$ cat config.mk
export PLATFORM = sky130hd
export DESIGN_NAME = ootx_bit_deframer_core
export DESIGN_NICKNAME = d
export VERILOG_FILES = /design/src/hdl/ootx_dfr_pkg.sv /design/src/hdl/ootx_bit_deframer_core.sv /design/src/hdl/ootx_dfr_core.sv /design/src/hdl/ootx_dfr_skid.sv
export SDC_FILE = /design/constraint.sdc
export NUM_CORES = 1
export LEC_CHECK = 0
export BUFFER_PORTS_ARGS = -buffer_cell sky130_fd_sc_hd__buf_4
export CAP_MARGIN = 20
export CORE_MARGIN = 2
export CORE_UTILIZATION = 59
export DETAILED_ROUTE_END_ITERATION = 8
export GPL_ROUTABILITY_DRIVEN = 0
export HOLD_SLACK_MARGIN = 0.12
export PLACE_DENSITY_LB_ADDON = 0.12
export SLEW_MARGIN = 20
export SYNTH_ARGS = -nofsm -noshare
export SYNTH_HDL_FRONTEND = slang
export SYNTH_HIERARCHICAL = 1
export SYNTH_SLANG_ARGS = --single-unit
$ cat constraint.sdc
create_clock -name clk -period 7.9 [get_ports clk]
set_input_delay 1.58 -clock clk [delete_from_list [all_inputs] [get_ports clk]]
set_output_delay 1.58 -clock clk [all_outputs]
set_load 0.05 [all_outputs]
$ cat src/hdl/ootx_dfr_pkg.sv
// ----------------------------------------------------------------------------
// ootx_dfr_pkg
// Types and constants for the OOTX bit deframer.
// ----------------------------------------------------------------------------
package ootx_dfr_pkg;

  // Frame geometry
  localparam int          FRAME_BYTES_DEF = 41;
  localparam int          WORD_BITS       = 16;
  localparam logic [15:0] EXP_LEN_RST     = 16'd33;

  // Result status codes
  typedef enum logic [2:0] {
    ST_BUSY     = 3'd0,
    ST_DONE     = 3'd1,
    ST_SYNC     = 3'd2,
    ST_PREAMBLE = 3'd3,
    ST_LENGTH   = 3'd4,
    ST_PADDING  = 3'd5
  } status_t;

  // One result word
  typedef struct packed {
    logic [7:0]  station_mode;
    logic [7:0]  hardware_version;
    logic [31:0] station_uuid;
    logic [9:0]  firmware_version;
    logic [5:0]  protocol_version;
    status_t     status;
  } dfr_result_t;

endpackage

$ cat src/hdl/ootx_bit_deframer_core.sv
// ----------------------------------------------------------------------------
// ootx_bit_deframer_core
// OOTX bit deframer: 16 data bits plus a sync bit per word, frame checks
// on sync, preamble, length and padding, field report at frame end.
//
//   channel  dir  handshake          payload
//   in_      in   in_tvalid/tready   in_tdata[0] data_bit
//   out_     out  out_tvalid/tready  out_tuser status, out_tdata fields
//   cfg_     in   cfg_valid/ready    cfg_data expected_length
//
// One result word per input bit; one bit accepted every cycle unless in_tready
// is low. Each result word is registered into the result register or skid entry.
// The result register plus one skid entry absorb output stalls; in_tready
// drops only while the skid entry holds a word.
// rst_n is synchronous; it clears the frame state and sets the length to 33.
// ----------------------------------------------------------------------------
module ootx_bit_deframer_core #(
  parameter int FRAME_BYTES = ootx_dfr_pkg::FRAME_BYTES_DEF
) (
  input  logic        clk,
  input  logic        rst_n,
  // Input bits
  input  logic        in_tvalid,
  output logic        in_tready,
  input  logic [7:0]  in_tdata,   // [0] data_bit, [7:1] zero
  // Results
  output logic        out_tvalid,
  input  logic        out_tready,
  output logic [63:0] out_tdata,  // [5:0] protocol_version, [15:6] firmware_version,
                                  // [47:16] station_uuid, [55:48] hardware_version,
                                  // [63:56] station_mode
  output logic [2:0]  out_tuser,  // [2:0] status
  // Configuration
  input  logic        cfg_valid,
  output logic        cfg_ready,
  input  logic [15:0] cfg_data    // expected_length
);
  import ootx_dfr_pkg::*;

  logic        bit_we;
  dfr_result_t core_result;
  dfr_result_t out_result;

  assign cfg_ready = 1'b1;
  assign bit_we    = in_tvalid && in_tready;

  ootx_dfr_core #(
    .FRAME_BYTES (FRAME_BYTES)
  ) u_core (
    .clk      (clk),
    .rst_n    (rst_n),
    .cfg_we   (cfg_valid),
    .cfg_data (cfg_data),
    .bit_we   (bit_we),
    .data_bit (in_tdata[0]),
    .result   (core_result)
  );

  ootx_dfr_skid u_skid (
    .clk      (clk),
    .rst_n    (rst_n),
    .wr_en    (bit_we),
    .wr_data  (core_result),
    .wr_ready (in_tready),
    .rd_valid (out_tvalid),
    .rd_ready (out_tready),
    .rd_data  (out_result)
  );

  // Stream packing
  assign out_tuser = out_result.status;
  assign out_tdata = {out_result.station_mode, out_result.hardware_version,
                      out_result.station_uuid, out_result.firmware_version,
                      out_result.protocol_version};

endmodule

$ cat src/hdl/ootx_dfr_core.sv
// ----------------------------------------------------------------------------
// ootx_dfr_core
// Frame state, per-bit checks and field capture. One bit in per cycle,
// result formed combinationally from the current state and the new bit.
// ----------------------------------------------------------------------------
module ootx_dfr_core #(
  parameter int FRAME_BYTES = ootx_dfr_pkg::FRAME_BYTES_DEF
) (
  input  logic                      clk,
  input  logic                      rst_n,
  input  logic                      cfg_we,
  input  logic [15:0]               cfg_data,
  input  logic                      bit_we,
  input  logic                      data_bit,
  output ootx_dfr_pkg::dfr_result_t result
);
  import ootx_dfr_pkg::*;

  localparam int CNT_W = $clog2(FRAME_BYTES);
  localparam int SUM_W = $clog2(FRAME_BYTES + 2);
  localparam int BIT_W = $clog2(WORD_BITS + 1);

  // Byte position of the high byte of the word that carries each capture
  localparam logic [7:0] POS_VER_HI = 8'd2;
  localparam logic [7:0] POS_VER_LO = 8'd4;
  localparam logic [7:0] POS_UUID_M = 8'd6;
  localparam logic [7:0] POS_UUID_L = 8'd8;
  localparam logic [7:0] POS_HW     = 8'd18;
  localparam logic [7:0] POS_MODE   = 8'd34;
  localparam logic [7:0] POS_PAD    = 8'd36;

  logic [15:0]      exp_len_r;
  logic [15:0]      word_shift_r;
  logic [BIT_W-1:0] bit_count_r;
  logic [CNT_W-1:0] byte_count_r;
  logic [15:0]      version_r;
  logic [31:0]      uuid_r;
  logic [7:0]       hw_r;
  logic [7:0]       mode_r;

  logic             sync_phase;
  logic [7:0]       hi_byte;
  logic [7:0]       lo_byte;
  logic [7:0]       old_pos;
  logic [SUM_W-1:0] now_cnt;
  logic [15:0]      version_nxt;
  logic [31:0]      uuid_nxt;
  logic [7:0]       hw_nxt;
  logic [7:0]       mode_nxt;
  status_t          status;

  assign sync_phase = (bit_count_r == BIT_W'(WORD_BITS));
  assign hi_byte    = word_shift_r[15:8];
  assign lo_byte    = word_shift_r[7:0];
  assign old_pos    = 8'(byte_count_r);
  assign now_cnt    = SUM_W'(byte_count_r) + SUM_W'(2);

  // Capture of the fixed byte positions from the word being closed
  always_comb begin
    version_nxt = version_r;
    uuid_nxt    = uuid_r;
    hw_nxt      = hw_r;
    mode_nxt    = mode_r;
    if (old_pos == POS_VER_HI) version_nxt[15:8] = lo_byte;
    if (old_pos == POS_VER_LO) begin
      version_nxt[7:0] = hi_byte;
      uuid_nxt[31:24]  = lo_byte;
    end
    if (old_pos == POS_UUID_M) begin
      uuid_nxt[23:16] = hi_byte;
      uuid_nxt[15:8]  = lo_byte;
    end
    if (old_pos == POS_UUID_L) uuid_nxt[7:0] = hi_byte;
    if (old_pos == POS_HW)     hw_nxt = hi_byte;
    if (old_pos == POS_MODE)   mode_nxt = hi_byte;
  end

  // Checks, first failing one wins
  always_comb begin
    status = ST_BUSY;
    if (sync_phase) begin
      if (!data_bit) begin
        status = ST_SYNC;
      end else if (now_cnt == SUM_W'(2) && word_shift_r != 16'd0) begin
        status = ST_PREAMBLE;
      end else if (now_cnt == SUM_W'(4) && word_shift_r != exp_len_r) begin
        status = ST_LENGTH;
      end else if (old_pos == POS_PAD && hi_byte != 8'd0) begin
        status = ST_PADDING;
      end else if (now_cnt >= SUM_W'(FRAME_BYTES)) begin
        status = ST_DONE;
      end
    end
  end

  // Result fields, zero unless the frame completed
  always_comb begin
    result        = '0;
    result.status = status;
    if (status == ST_DONE) begin
      result.protocol_version = version_nxt[15:10];
      result.firmware_version = version_nxt[9:0];
      result.station_uuid     = uuid_nxt;
      result.hardware_version = hw_nxt;
      result.station_mode     = mode_nxt;
    end
  end

  // Frame state and length register
  always_ff @(posedge clk) begin
    if (!rst_n) begin
      exp_len_r    <= EXP_LEN_RST;
      word_shift_r <= '0;
      bit_count_r  <= '0;
      byte_count_r <= '0;
      version_r    <= '0;
      uuid_r       <= '0;
      hw_r         <= '0;
      mode_r       <= '0;
    end else begin
      if (cfg_we) exp_len_r <= cfg_data;
      if (bit_we) begin
        if (!sync_phase) begin
          word_shift_r <= {word_shift_r[14:0], data_bit};
          bit_count_r  <= bit_count_r + BIT_W'(1);
        end else if (status == ST_BUSY) begin
          word_shift_r <= '0;
          bit_count_r  <= '0;
          byte_count_r <= now_cnt[CNT_W-1:0];
          version_r    <= version_nxt;
          uuid_r       <= uuid_nxt;
          hw_r         <= hw_nxt;
          mode_r       <= mode_nxt;
        end else begin
          word_shift_r <= '0;
          bit_count_r  <= '0;
          byte_count_r <= '0;
          version_r    <= '0;
          uuid_r       <= '0;
          hw_r         <= '0;
          mode_r       <= '0;
        end
      end
    end
  end

endmodule

$ cat src/hdl/ootx_dfr_skid.sv
// ----------------------------------------------------------------------------
// ootx_dfr_skid
// Result register with one skid entry, so a stalled output never costs
// an input cycle until the skid entry itself is full.
// ----------------------------------------------------------------------------
module ootx_dfr_skid (
  input  logic                      clk,
  input  logic                      rst_n,
  input  logic                      wr_en,
  input  ootx_dfr_pkg::dfr_result_t wr_data,
  output logic                      wr_ready,
  output logic                      rd_valid,
  input  logic                      rd_ready,
  output ootx_dfr_pkg::dfr_result_t rd_data
);
  import ootx_dfr_pkg::*;

  logic        out_valid_r;
  logic        skid_valid_r;
  dfr_result_t out_data_r;
  dfr_result_t skid_data_r;

  assign wr_ready = !skid_valid_r;
  assign rd_valid = out_valid_r;
  assign rd_data  = out_data_r;

  // Control
  always_ff @(posedge clk) begin
    if (!rst_n) begin
      out_valid_r  <= 1'b0;
      skid_valid_r <= 1'b0;
    end else if (skid_valid_r) begin
      if (rd_ready) skid_valid_r <= 1'b0;
    end else if (wr_en) begin
      if (out_valid_r && !rd_ready) skid_valid_r <= 1'b1;
      else                          out_valid_r  <= 1'b1;
    end else if (rd_ready) begin
      out_valid_r <= 1'b0;
    end
  end

  // Payload
  always_ff @(posedge clk) begin
    if (skid_valid_r) begin
      if (rd_ready) out_data_r <= skid_data_r;
    end else if (wr_en) begin
      if (out_valid_r && !rd_ready) skid_data_r <= wr_data;
      else                          out_data_r  <= wr_data;
    end
  end

endmodule

# Yosys cells after proc, flatten, opt, wreduce, memory -nomap -nowiden
# Cells that the tools add are included.
[op_classes] order_cmp=1 n_reduce_logical=16 add_sub_neg=2 muxes=32 n_eq_ne=15 bitwise_logic=1
[ops] cell="2-to-1 mux 67 bit" n=4
[ops] cell="2-to-1 mux 64 bit" n=1
[ops] cell="2-to-1 mux 8 bit" n=8
[ops] cell="2-to-1 mux 16 bit" n=3
[ops] cell="2-to-1 mux 32 bit" n=1
[ops] cell="equality test 6 x 3 -> 1 bit, second input constant" n=3
[ops] cell="!= test 16 bit" n=1
[ops] cell="nonzero test 16 bit" n=1
[ops] cell="2-to-1 mux 3 bit" n=5
[ops] cell="equality test 6 x 2 -> 1 bit, second input constant" n=2
[ops] cell="equality test 6 bit, second input constant" n=2
[ops] cell="AND reduction 3 bit" n=3
[ops] cell="2-to-1 mux 1 bit" n=8
[ops] cell="nonzero test 8 bit" n=1
[ops] cell="adder 6 x 2 -> 6 bit, second input constant" n=1
[ops] cell="equality test 6 x 4 -> 1 bit, second input constant" n=1
[ops] cell="equality test 6 x 5 -> 1 bit, second input constant" n=1
[ops] cell=">= comparator 6 bit, second input constant" n=1
[ops] cell="2-to-1 mux 6 bit" n=1
[ops] cell="adder 5 x 1 -> 5 bit, second input constant" n=1
[ops] cell="equality test 5 bit, second input constant" n=1
[ops] cell="logical AND 1 bit" n=5
[ops] cell="2-to-1 mux 5 bit" n=1
[ops] cell="!= test 2 bit, second input constant" n=2
[ops] cell="7 further kinds" n=9
[totals] out_inout_bits=70 word_cells=89 inputBits=29 register_bits=243

# Depth between registers and ports, before layout
# Gate-level depths: netlist (run 1).
[depth] ltp_word=13 mapped_depth=11 ltp_nobuf=8

# Modules after synthesis
# The synthesis (run 1) kept the hierarchy.
[by_module_without_submodules] module="ootx_dfr_core" instances=1 seq_area_each_um2=2122.0 cells_per_inst=622 area_per_inst_um2=5420.2
[by_module_without_submodules] module="ootx_dfr_skid" instances=1 seq_area_each_um2=4063.9 cells_per_inst=222 area_per_inst_um2=5263.8
[by_module_without_submodules] module="ootx_bit_deframer_core" instances=1 seq_area_each_um2=0.0 cells_per_inst=3 area_per_inst_um2=17.5

# Least setup slack after synthesis (run 1)
# No wires, ideal clock.
[synth_path] path_kind="input to register" from="input port in_tvalid" to="register u_skid/skid_data_r[0] (netlist bit), enable pin" n_path_buf=0 path_stages=3 t_arrival_ns=6.393 slack_ns=0.933 t_required_ns=7.326 setup_ns=0.574 cell_sequence="and2_1 nand2_1 nor3_1"
[synth_via] elab_chain_len=2
[synth_lines] element="start: declaration" line_no="ootx_bit_deframer_core.sv:23" source="input logic in_tvalid,"
[synth_lines] element="logical AND 1 bit" line_no="ootx_bit_deframer_core.sv:45" source="assign bit_we = in_tvalid && in_tready;"
[synth_lines] element="AND reduction 3 bit (no line)"
[synth_lines] element="end signal: assignment" line_no="ootx_dfr_skid.sv:47" source="if (out_valid_r && !rd_ready) skid_data_r <= wr_data;"
[synth_lines] element="end: declaration" line_no="ootx_dfr_skid.sv:21" source="dfr_result_t skid_data_r;"
# Every way passes these cells.
# A chain may end at the register's enable or synchronous reset.

==> key figures, run 1 <==
Logic synthesis
  • Synth Area in Simple Gates: 0.108
  • Most common cell in the netlist: nand2_1
  • Post-synthesis mux area share: 0.124
  • Post-Synth Adder-Cell Area: 0.00351
  • Largest family of logic cells by synthesized area: compound AO/OA/AOI/OAI gates
  • Yosys top cell by area: edfxtp_1
  • Ys async rst share: 0
  • Synth Cell Area: 0.0107 mm²
  • Yosys synthesis warning count: 6
  • Synth Instances: 847
  • Top post-synthesis cells by area: edfxtp_1, dfxtp_1, mux2_4, nand2_1, a21oi_1
  • Synth cell types: 60
  • Top post-synthesis cells by count: nand2_1, edfxtp_1, dfxtp_1, a21oi_1, mux2_4
  • Share of the yosys chip area belonging to registers: 0.578
  • Post-synth net total: 879
  • Primary FF master, synth: edfxtp_1
  • Compound-cell area share of the yosys netlist: 0.126
  • Register bit count reported by yosys: 242
  • XOR/XNOR Fraction of Synth Area: 0.0164
  • Avg Inst Size Synth: 12.6 µm²
  • Yosys top cell area share: 0.376
  • Post-synth EDFFs: 134

Clock tree
  • Clock latency on the worst-skew pair: 0.52 ns
  • Post-CTS sizing: 0
  • CTS Hold Bufs: 0
  • CTS tree: built
  • Root Buffer Master: clkbuf_16
  • CTS Buffer Depth: 3
  • CTS clk-pin slew, worst paths: 0.06 ns
  • CTS Buf Count: 24
  • CTS HTree Levels: 1
  • Setup bufs post-CTS: 0
  • Clk sinks: 242

Critical path
  • Worst path arrival time: 4.46 ns
  • Crit-path slowest cell: dfxtp_1
  • Critical path buffer and inverter count: 1
  • CP Cell Sequence: ha_1 > and2_1 > a21oi_1 > o32ai_1 > nand4_1 > nand4_1 > buf_4 > a21oi_1 > mux2_4
  • Peak fanout along the critical path: 38
  • Crit-path leading delay family: simple AND/OR/NAND/NOR gates
  • CP required: 8.17 ns
  • Crit-path max cell delay: 0.77 ns
  • Worst setup EP type: flip-flop
  • Worst setup SP type: flip-flop
  • WS Path Type: flip-flop to flip-flop

Route
  • Drc violations: 0
  • DR pass1 iterations: 5
  • Avg WL per Cell: 19.1 µm
  • DR vias/cell: 5.89
  • Routed vias: 6790
  • DR iter-0 viols: 627
  • Routed Antenna Nets: 0
  • Final WL: 22000 µm

Layout
  • Nets@finish: 938
  • Fillers: 1299
  • ANT cells: 0
  • Finished Layout Cells: 1152
  • Share of cells above drive strength 1: 0.263
  • Area Growth Syn to Fin: 13.0%

Timing
  • Final count of hold timing violations: 0
  • Final Skew: 0.0187 ns
  • Worst-Margin Slew: 1.04 ns
  • RSZ-0062 raised after global routing: false
  • Rel. slew slack: 0.306
  • Setup TNS: 0 ns
  • Fmax: 239 MHz
  • Clock period minus worst slack: 4.19 ns
  • Final setup viols: 0
  • Fin Hold WS: 0.465 ns
  • Fin. max-slew vios: 0
  • Crit share post-route: 0.530

Die
  • Die width: 139 µm
  • Core area: 0.0179 mm²
  • Chip height: 139 µm
  • Die ar.: 0.0192 mm²
  • Num ports: 99
  • Starting density of the core: 0.598
  • Rows: 49

GRT
  • GR Layer Usage met2: 0.379
  • GRT Util Overall: 0.221
  • M1 GR Usage: 0.291
  • First-pass GRT wire length: 34800 µm
  • Initial antenna violation count: 0
  • Busiest grt layer: met2
  • Pin count of the biggest net entering global routing: 68
  • Vias in the first global route: 6692
  • Overflow after GRT: 0
  • GRT met3 Usage: 0.0345

Status
  • Status: finished clean

Placement
  • DP Wirelength: 13800 µm
  • Placed Cells: 1107
  • Port bufs: 90

Worst hold path
  • Worst hold path type: flip-flop to flip-flop

Power and ir drop
  • Worst vdd ir: 180 µV
  • Pleak: 4.41 nW
  • PD cells: 223 mW/mm²

Flow run
  • Max cap viols: 0
[cells in the final DEF (no fill, tap or decap), types with 4 or more instances in the layout]
cell / instances
nand2_1: 145
o2bb2ai_1: 34
nor4_1: 8
a21oi_1: 69
nor2b_1: 17
dfxtp_1: 107
clkinv_1: 7
nor2_1: 27
buf_4: 101
clkbuf_1: 4
mux2i_1: 33
clkbuf_16: 24
nand4_1: 7
o2bb2ai_2: 22
xor2_1: 19
nor3_1: 10
o21ai_0: 9
mux2_4: 65
nand3_1: 4
edfxtp_1: 134
a32oi_1: 8
[path summary, 6_finish.rpt]
path | from | to | depth (start not counted) | slack, ns
worst max-delay path | u_core/byte_count_r[1] | u_skid/rd_data[46] | 9 | 3.71
worst min-delay path | u_core/uuid_r[25] | u_core/uuid_r[25] | 1 | 0.47
worst max register to register | u_core/byte_count_r[1] | u_skid/rd_data[46] | 9 | 3.71
worst min register to register | u_core/uuid_r[25] | u_core/uuid_r[25] | 1 | 0.47
[worst reg2reg max path: cells and delay by family (launching register included)]
kind | cells | cell delay (ns)
buffers and inverters | 1 | 0.43
adders and majority gates | 1 | 0.39
muxes | 1 | 0.30
DFF | 1 | 0.77
AOI/OAI and AO/OA | 3 | 0.90
and+or+nand+nor | 3 | 1.15
[flip-flops by register name, summed over array words and instances, names as in the netlist]
| name | flops |
|---|---|
| u_core/exp_len_r | 16 |
| u_skid/rd_data | 67 |
| u_core/uuid_r | 32 |
| u_core/word_shift_r | 16 |
| u_core/hw_r | 8 |
| u_core/byte_count_r | 5 |
| u_core/bit_count_r | 5 |
| u_core/mode_r | 8 |
| u_skid/skid_valid_r | 1 |
| u_core/version_r | 16 |
| u_skid/rd_valid | 1 |
| u_skid/skid_data_r | 67 |
[cells by family after synthesis]
family,count (synthesis)
xor+xnor,20
mux,100
flops,242
buf+inv,71
compound gates,163
other cells,1
simple gates,247
fa+ha+maj,3
[cell type report]
type,count,area (µm²),share of cell area
repair buffers,101,758,0.0627
multi-input cells,534,4070,0.336
clock buffers,30,643,0.0532
inverters,3,11.3,0.000931
flip-flops and latches,242,6190,0.512
clock inverters,13,143,0.0118
well taps,229,287,0.0237
[routing by layer]
metal	wire length, µm	share of wire
met5	0	0
met4	650	0.030
met3	1360	0.062
met2	10500	0.48
met1	9430	0.43
[stage by stage]
stage	setup slack, ns	cell area (µm²)	power (mW)	util
after detailed placement	3.78	11300	1.60	0.631
after CTS	3.87	12100	2.73	0.674
after global routing	3.58	12100	2.79	0.676
after global placement	3.93	11300	1.59	0.631
final	3.71	12100	2.70	0.676
after floorplan	0.933	10700	1.55	-
[power breakdown]
part           total, mW  internal, mW  switching [mW]  leakage (nW)
registers           1.37          1.36          0.0159          2.30
clock network       1.13         0.673           0.458         0.383
logic              0.197        0.0599           0.137          1.72
total               2.70          2.09           0.611          4.41
No activity file was read; power rests on OpenSTA's default activity.
==> inputs of run 2 (changes only) <==
- clock period: 7.9 -> 4.2 ns (I/O delays scaled with it)
==> run 2 against run 1 <==
  * Critical endpoint is now u_skid/rd_data[32]
  * Critical path type unchanged
  * Flip-flop and latch count unchanged
  * Non-clock buffer count up 11
  * Largest power group unchanged
  * Maximum frequency up 11%
  * Register-to-register slack worse by 3.3 ns
==> key figures, run 2 (same netlist as run 1, synthesis figures left out) <==
Status
  • Status: finished clean

Die
  • Num ports: 99
  • Die width: 139 µm
  • Core area: 0.0179 mm²
  • Die ar.: 0.0192 mm²
  • Starting density of the core: 0.598
  • Chip height: 139 µm
  • Rows: 49

Clock tree
  • Clk sinks: 242
  • CTS HTree Levels: 1
  • Post-CTS sizing: 0
  • CTS Hold Bufs: 0
  • CTS Buffer Depth: 3
  • Setup bufs post-CTS: 0
  • CTS clk-pin slew, worst paths: 0.06 ns
  • CTS Buf Count: 25
  • CTS tree: built
  • Clock latency on the worst-skew pair: 0.52 ns
  • Root Buffer Master: clkbuf_16

Route
  • Drc violations: 0
  • DR vias/cell: 5.97
  • DR pass1 iterations: 6
  • Avg WL per Cell: 19.1 µm
  • Routed Antenna Nets: 0
  • Routed vias: 6961
  • DR iter-0 viols: 648
  • Final WL: 22300 µm

Timing
  • Clock period minus worst slack: 3.76 ns
  • Rel. slew slack: 0.387
  • Crit share post-route: 0.896
  • Worst-Margin Slew: 0.909 ns
  • Final setup viols: 0
  • Fin Hold WS: 0.463 ns
  • Setup TNS: 0 ns
  • Fin. max-slew vios: 0
  • PnR worst setup slack: 0.439 ns
  • Final count of hold timing violations: 0
  • Fmax: 266 MHz
  • Final Skew: 0.0233 ns
  • RSZ-0062 raised after global routing: false

Power and ir drop
  • Worst vdd ir: 345 µV
  • Sequential share of power: 0.512
  • Combinational power share: 0.074
  • Net Sw Power: 1.17 mW
  • Pleak: 4.47 nW
  • Switching share of power: 0.232
  • Clock power frac: 0.413
  • PD cells: 413 mW/mm²
  • Pint: 3.87 mW

GRT
  • GRT Util Overall: 0.228
  • First-pass GRT wire length: 36100 µm
  • Pin count of the biggest net entering global routing: 63
  • Vias in the first global route: 6879
  • Initial antenna violation count: 0
  • Overflow after GRT: 0

Critical path
  • Worst setup EP type: flip-flop
  • CP Launch Point: u_core/byte_count_r[1]
  • Worst setup SP type: flip-flop
  • Peak fanout along the critical path: 38
  • Worst r2r src: u_core/byte_count_r[1]
  • WS Path Type: flip-flop to flip-flop
  • CP required: 4.45 ns
  • Worst path arrival time: 4.01 ns

Layout
  • Most common cell after layout, fill and taps aside: nand2_1
  • ANT cells: 0
  • Most frequent cells in the layout: nand2_1, edfxtp_1, buf_4
  • Nets@finish: 950
  • Share of cells above drive strength 1: 0.277
  • Finished Layout Cells: 1166
  • Area Growth Syn to Fin: 14.1%

Placement
  • DP Wirelength: 14500 µm
  • Port bufs: 90
  • Placed Cells: 1120
  • Dpl ws: 0.518 ns

Worst hold path
  • Worst Hold Launch: u_core/hw_r[4]
  • Worst hold path type: flip-flop to flip-flop

Flow run
  • Max cap viols: 0
[run 2: changes by cell type in the layout (fill, tap and decap cells not counted), moves of 2 or more]
cell / before / now
clkbuf_8: 2 / 4
clkinv_1: 7 / 2
buf_12: 0 / 2
clkinv_2: 2 / 6
buf_4: 101 / 110
nor3_2: 2 / 0
bufinv_16: 3 / 0
clkbuf_1: 4 / 6
clkbuf_16: 24 / 26
[run 2: final cells by class]
class / instances / area (µm²)
repair buffers: 112 / 866
clock buffers: 36 / 728
inverters: 3 / 11.3
flip-flops and latches: 242 / 6190
well taps: 229 / 287
clock inverters: 10 / 53.8
fillers: 1292 / 5700
multi-input cells: 534 / 4070
[run 2: metal layers]
metal / global-route usage / wire length (µm)
met1: 0.302 / 9090
met3: 0.0338 / 1550
met5: 0 / 0
met4: 0.0712 / 567
met2: 0.393 / 11100
[run 2: power groups by stage]
stage | Clock, mW | Sequential, mW | Combinational, mW
3_5_place_dp | 0 | 2.63 | 0.377
5_1_grt | 2.21 | 2.59 | 0.393
2_1_floorplan | 0 | 2.78 | 0.129
3_3_place_gp | 0 | 2.63 | 0.366
6_report | 2.08 | 2.58 | 0.373
4_1_cts | 2.12 | 2.58 | 0.377
[run 2: final timing paths]
path                              to  slack, ns  cells after the start
setup reg to reg  u_skid/rd_data[32]       0.44                     10
hold reg to reg       u_core/hw_r[4]       0.46                      1
hold / removal        u_core/hw_r[4]       0.46                      1
setup / recovery  u_skid/rd_data[32]       0.44                     10
[run 2: metrics by stage]
step | utilization | area (µm²) | power (mW)
after detailed placement | 0.638 | 11400 | 3.01
after floorplan | - | 10700 | 2.91
after CTS | 0.681 | 12200 | 5.08
final | 0.682 | 12200 | 5.04
after global placement | 0.638 | 11400 | 3.00
after global routing | 0.682 | 12200 | 5.20
[run 2: worst max-delay path, stage by stage, from the launching register on]
cell     delay, ns
dfxtp_1       0.79
ha_1          0.39
and2_1        0.18
a21oi_1       0.07
o32ai_1       0.23
buf_4         0.19
nand4_1       0.44
nand4_1       0.31
buf_4         0.42
a21oi_1       0.17
mux2_4        0.30
